--- src/hdl/hff_pkg.sv ---
// ----------------------------------------------------------------------------
// HLL face flux package
// Shared types, constants and fixed-point helpers.
// ----------------------------------------------------------------------------
package hff_pkg;

   localparam int QUEUE_DEPTH = 8;
   localparam int QCOUNT_W    = $clog2(QUEUE_DEPTH + 1);
   localparam int QPTR_W      = $clog2(QUEUE_DEPTH);

   localparam int DIV_BITS    = 32;
   localparam int DIV_STEPS   = 4;
   localparam int DIV_STAGES  = DIV_BITS / DIV_STEPS;
   localparam int DIV_LATENCY = DIV_STAGES + 2;
   localparam int BACK_STAGES = 2;
   // two front stages, queue write, queue read, back stages, divider
   localparam int RSP_LATENCY = 4 + BACK_STAGES + DIV_LATENCY;

   localparam int NUM_VARS = 4;
   localparam int VAR_MASS = 0;
   localparam int VAR_NORM = 1;
   localparam int VAR_TANG = 2;
   localparam int VAR_ENER = 3;

   localparam int SIDE_L = 0;
   localparam int SIDE_R = 1;

   typedef logic signed [31:0] q_type;

   localparam q_type Q_MAX = 32'sh7FFF_FFFF;
   localparam q_type Q_MIN = 32'sh8000_0000;
   localparam logic signed [63:0] SAT_MAX = 64'sh0000_0000_7FFF_FFFF;
   localparam logic signed [63:0] SAT_MIN = 64'shFFFF_FFFF_8000_0000;

   typedef enum logic [1:0] {
      WAVE_LEFT,
      WAVE_RIGHT,
      WAVE_SPLIT
   } wave_type;

   typedef struct packed {
      q_type rho;
      q_type n;
      q_type t;
      q_type p;
      q_type e;
      q_type a;
      q_type ep;
   } side_type;

   typedef struct packed {
      logic     valid;
      logic     dir;
      side_type [1:0] sd;
      q_type    s_l;
      q_type    s_r;
   } stage1_type;

   typedef struct packed {
      q_type rho;
      q_type n;
      q_type t;
      q_type p;
      q_type e;
      q_type fm;
      q_type ut;
      q_type fe;
   } side2_type;

   typedef struct packed {
      logic      valid;
      logic      dir;
      wave_type  wave;
      side2_type [1:0] sd;
      q_type     s_l;
      q_type     s_r;
      q_type     ss;
   } stage2_type;

   typedef struct packed {
      logic     dir;
      wave_type wave;
      q_type [1:0][NUM_VARS-1:0] flux;
      q_type [NUM_VARS-1:0]      du;
      q_type    s_l;
      q_type    s_r;
      q_type    ss;
   } entry_type;

   typedef struct packed {
      logic v1;
      logic v2;
   } front_stat_type;

   typedef struct packed {
      logic [62:0] mag;
      logic        neg;
      logic        split;
      logic [31:0] d;
      q_type       pass;
   } div_in_type;

   function automatic logic signed [63:0] ext(input q_type a);
      return 64'(a);
   endfunction

   function automatic q_type sat32(input logic signed [63:0] x);
      q_type r;
      if (x > SAT_MAX) begin
         r = Q_MAX;
      end else if (x < SAT_MIN) begin
         r = Q_MIN;
      end else begin
         r = x[31:0];
      end
      return r;
   endfunction

   // product floored to the fixed-point grid
   function automatic logic signed [63:0] qmul(input q_type a, input q_type b,
                                               input int unsigned shift);
      logic signed [63:0] p;
      p = 64'(a) * 64'(b);
      return p >>> shift;
   endfunction

endpackage

--- src/hdl/hff_queue.sv ---
// ----------------------------------------------------------------------------
// HLL face flux queue
// Small FIFO of classified faces between front and back end.
// ----------------------------------------------------------------------------
module hff_queue (
   input  logic                        clock,
   input  logic                        reset,
   input  logic                        push,
   input  hff_pkg::entry_type          push_entry,
   output logic                        pop,
   output hff_pkg::entry_type          head,
   output logic [hff_pkg::QCOUNT_W-1:0] count
);
   import hff_pkg::*;

   entry_type            mem_ff [QUEUE_DEPTH];
   entry_type            head_ff;
   logic                 pop_ff;
   logic                 rd_en;
   logic [QPTR_W-1:0]    wptr_ff, wptr_in;
   logic [QPTR_W-1:0]    rptr_ff, rptr_in;
   logic [QCOUNT_W-1:0]  count_ff, count_in;

   // back end never stalls, so the head leaves as soon as it is there
   assign rd_en = (count_ff != '0);
   assign pop   = pop_ff;
   assign head  = head_ff;
   assign count = count_ff;

   always_comb begin
      wptr_in  = push  ? wptr_ff + 1'b1 : wptr_ff;
      rptr_in  = rd_en ? rptr_ff + 1'b1 : rptr_ff;
      count_in = count_ff + QCOUNT_W'(push) - QCOUNT_W'(rd_en);
   end

   always_ff @(posedge clock) begin
      if (push) begin
         mem_ff[wptr_ff] <= push_entry;
      end
      if (rd_en) begin
         head_ff <= mem_ff[rptr_ff];
      end
   end

   always_ff @(posedge clock) begin
      if (reset) begin
         wptr_ff  <= '0;
         rptr_ff  <= '0;
         count_ff <= '0;
         pop_ff   <= 1'b0;
      end else begin
         wptr_ff  <= wptr_in;
         rptr_ff  <= rptr_in;
         count_ff <= count_in;
         pop_ff   <= rd_en;
      end
   end

endmodule

--- config.mk ---
export PLATFORM = sky130hd
export DESIGN_NAME = hff_queue
export DESIGN_NICKNAME = d
export VERILOG_FILES = /design/src/hdl/hff_pkg.sv /design/src/hdl/hff_queue.sv
export SDC_FILE = /design/constraint.sdc
export NUM_CORES = 2
export LEC_CHECK = 0
export CORE_MARGIN = 4
export CORE_UTILIZATION = 55
export DETAILED_ROUTE_END_ITERATION = 8
export DONT_BUFFER_PORTS = 1
export HOLD_SLACK_MARGIN = 0.15
export PLACE_DENSITY = 0.69
export SYNTH_ARGS = -nofsm -noshare
export SYNTH_HDL_FRONTEND = slang
export SYNTH_SLANG_ARGS = --single-unit
--- constraint.sdc ---
create_clock -name clock -period 35.7 [get_ports clock]
set_input_delay 3.57 -clock clock [delete_from_list [all_inputs] [get_ports clock]]
set_output_delay 3.57 -clock clock [all_outputs]
set_load 0.01 [all_outputs]
==> results_dict.tcl <==
set metrics [dict create \
    design_area_mm2 0.178 \
    dp.cells 9866 \
    avgSynthCellArea_um2 26.0 \
    synth_common_cells "4347 x edfxtp_1, 966 x mux4_2, 483 x mux2_2, 108 x clkbuf_1, 54 x buf_2" \
    ys_async_sr_fraction 0 \
    skew_ns 0.0909 \
    ys_ff_latch 4358 \
    cts_buffers 421 \
    ctsHoldBuffers 0 \
    h-tree-depth 5 \
    start_kind "primary input" \
    maxSlewHeadroom 0.167 \
    antenna_found_initial 23 \
    finalHoldViolations 0 \
    start_util 0.553 \
    cp_num_buf_inv 4 \
    yosys_warnings 0 \
    die_w_um 547 \
    final_util 0.617 \
    final.period_utilization 0.205 \
    power_leakage_nw 54.4 \
    cts_root_buffer "clkbuf_16" \
    gr-usage-met2 0.351 \
    num_vias 65200 \
    max-cap-violations 0 \
    fp.dieH_um 547 \
    grt_overflow 0 \
    synth_top_flop_cell "edfxtp_1" \
    finalSetupViolations 0 \
    use_met1 0.291 \
    fmax_mhz 137 \
    coreArea_mm2 0.289 \
    cts_setup_buffers 0 \
    cp_max_fo 59 \
    netlist_area_mm2 0.160 \
    crit_type "primary input to flip-flop" \
    powerDensity_mw_per_mm2 72.9 \
    yosysSeqAreaShare 0.819 \
    clock_sinks 4358 \
    postSynthCellCount 6134 \
    grtUsageTotal 0.222 \
    vias_per_cell 6.12 \
    grt_start_max_net_pins 140 \
    max_stage_delay_ns 0.86 \
    worst_ep_required_time_ns 36.26 \
    holdCritPathClass "flip-flop to flip-flop" \
    yosysMostFrequentCell "edfxtp_1" \
    setup_tns_ns 0 \
    synth_edf_count 4347 \
    portBuffers 0 \
    drv_slew 0 \
    busiest_layer "met2" \
    cp_cell_sequence "nand2_1, nor2_4, buf_4, buf_4, buf_4, buf_4" \
    postSynthNetCount 6628 \
    first_pass_iters 5 \
    area_growth_syn_to_layout_pct 11.5 \
    num_rows 197 \
    vdd_drop_max_mv 0.173 \
    clockBufferDepth 4 \
    dieArea_mm2 0.299 \
    grt_pass1_wl_um 486000 \
    status "completed" \
    clkTransAtPathRegs_ns 0.06 \
    yosysTopAreaCellShare 0.817 \
    cts_resized 0 \
    grt_setup_unrepaired "no" \
    cpMaxStageDelayCell "buf_4" \
    clkLatencyLatePin_ns 0.95 \
    grtUsageMet3 0.0862 \
    drive_gt1_frac 0.321 \
    cts_tree "built" \
    layout_min_cycle_time_ns 7.30 \
    crit_family "buffers and inverters" \
    netlist-cell-type-count 26 \
    drt-wirelength-per-cell_um 31.3 \
    first_global_vias 68500 \
    fin_total_pwr_mw 13.0 \
    nNetsFinal 6903 \
    first_iter_violations 7072 \
    drc_errors 0 \
    ant_nets 0 \
    nFillCells 18800 \
    pin_count 974 \
    yosys-top-cells-area "edfxtp_1 82%, mux4_2 14%, mux2_2 3.4%" \
    tightest_slew_ns 1.25 \
    routed_wirelength_um 333000 \
    crit_arrival_ns 7.86 \
    fin_cells 10600 \
    endpoint_kind "flip-flop" \
    placed_area_mm2 0.164 \
    post-dp-hpwl_um 193000 \
    place.gp.congestion 0.759 \
    synth_top_area_cell "edfxtp_1" \
    crit_top_cell "buf_4" \
]
area by class of cell:
cell class              instances  area (µm²)  area share
diodes                          5        12.5   0.0000703
clock buffers                 507       10900      0.0610
clock inverters               263        2850      0.0160
inverters                       9        41.3    0.000232
multi-input cells            1496       27600       0.155
flip-flops and latches       4358      131000       0.734
well taps                    3880        4850      0.0273
repair buffers                123        1110     0.00624
flip-flops by register name, summed over array words and instances (netlist names):
register / flops
rptr_ff: 3
wptr_ff: 3
count: 4
head: 483
mem_ff: 3864
pop: 1
layout by cell type, fill, tap and decap left out, types with 3 or more instances in the layout:
master / count
xor2_1: 3
clkinv_1: 102
nand2b_1: 4
edfxtp_1: 4347
clkbuf_16: 421
clkinvlp_4: 21
buf_12: 15
mux2_2: 483
clkinv_8: 4
diode_2: 5
dfxtp_1: 8
clkinv_16: 16
nand2_1: 3
dfxtp_4: 3
buf_4: 108
nor2_1: 9
clkinv_4: 7
clkinv_2: 61
a21oi_1: 3
nor2_4: 6
ha_1: 7
clkbuf_1: 86
mux4_2: 966
inv_16: 6
inv_1: 8
bufinv_16: 41
inv_6: 4
report_power, final:
part           switching, mW  total (mW)  internal (mW)
clock                   1.87        4.36           2.48
combinational          0.970        1.91          0.939
sequential             0.460        6.72           6.26
total                   3.30        13.0           9.68
worst paths after layout:
path,from,endpoint,slack [ns],cells after the start
hold / removal,wptr_ff[1],wptr_ff[1],0.57,2
setup reg to reg,rptr_ff[1],head[83],30.29,6
setup / recovery,push,mem_ff[3][413],28.40,6
hold reg to reg,wptr_ff[1],wptr_ff[1],0.57,2
logic make-up (layout without fill, tap and decap cells):
family	Yosys count	after routing	synth area share
adders and majority gates	8	8	0.000674
muxes	1451	1451	0.170
other	0	5	0
xor gates and xnor gates	4	4	0.000219
DFF	4358	4358	0.819
and+or+nand+nor	28	28	0.000799
buffers and inverters	280	902	0.00898
AOI/OAI and AO/OA	5	5	0.000180
per-stage QoR:
step | hold WS (ns) | setup slack (ns)
2_1_floorplan | 0.501 | 10.67
3_3_place_gp | 0.551 | 27.29
3_5_place_dp | 0.553 | 27.36
4_1_cts | 0.563 | 28.37
5_1_grt | 0.596 | 28.22
6_report | 0.565 | 28.40
worst min-delay path: stages, from the launching register on:
cell	delay, ns
dfxtp_1	0.34
mux2i_1	0.13
nor2_1	0.05
per-layer routing:
metal | up-vias | part of all wire | wire, µm
li1 | 27000 | - | -
met1 | 35100 | 0.37 | 124000
met2 | 2627 | 0.49 | 162000
met3 | 496 | 0.11 | 37900
met4 | 0 | 0.029 | 9670
met5 | - | 0 | 0
Note: power is estimated with default switching activity, not from simulation.
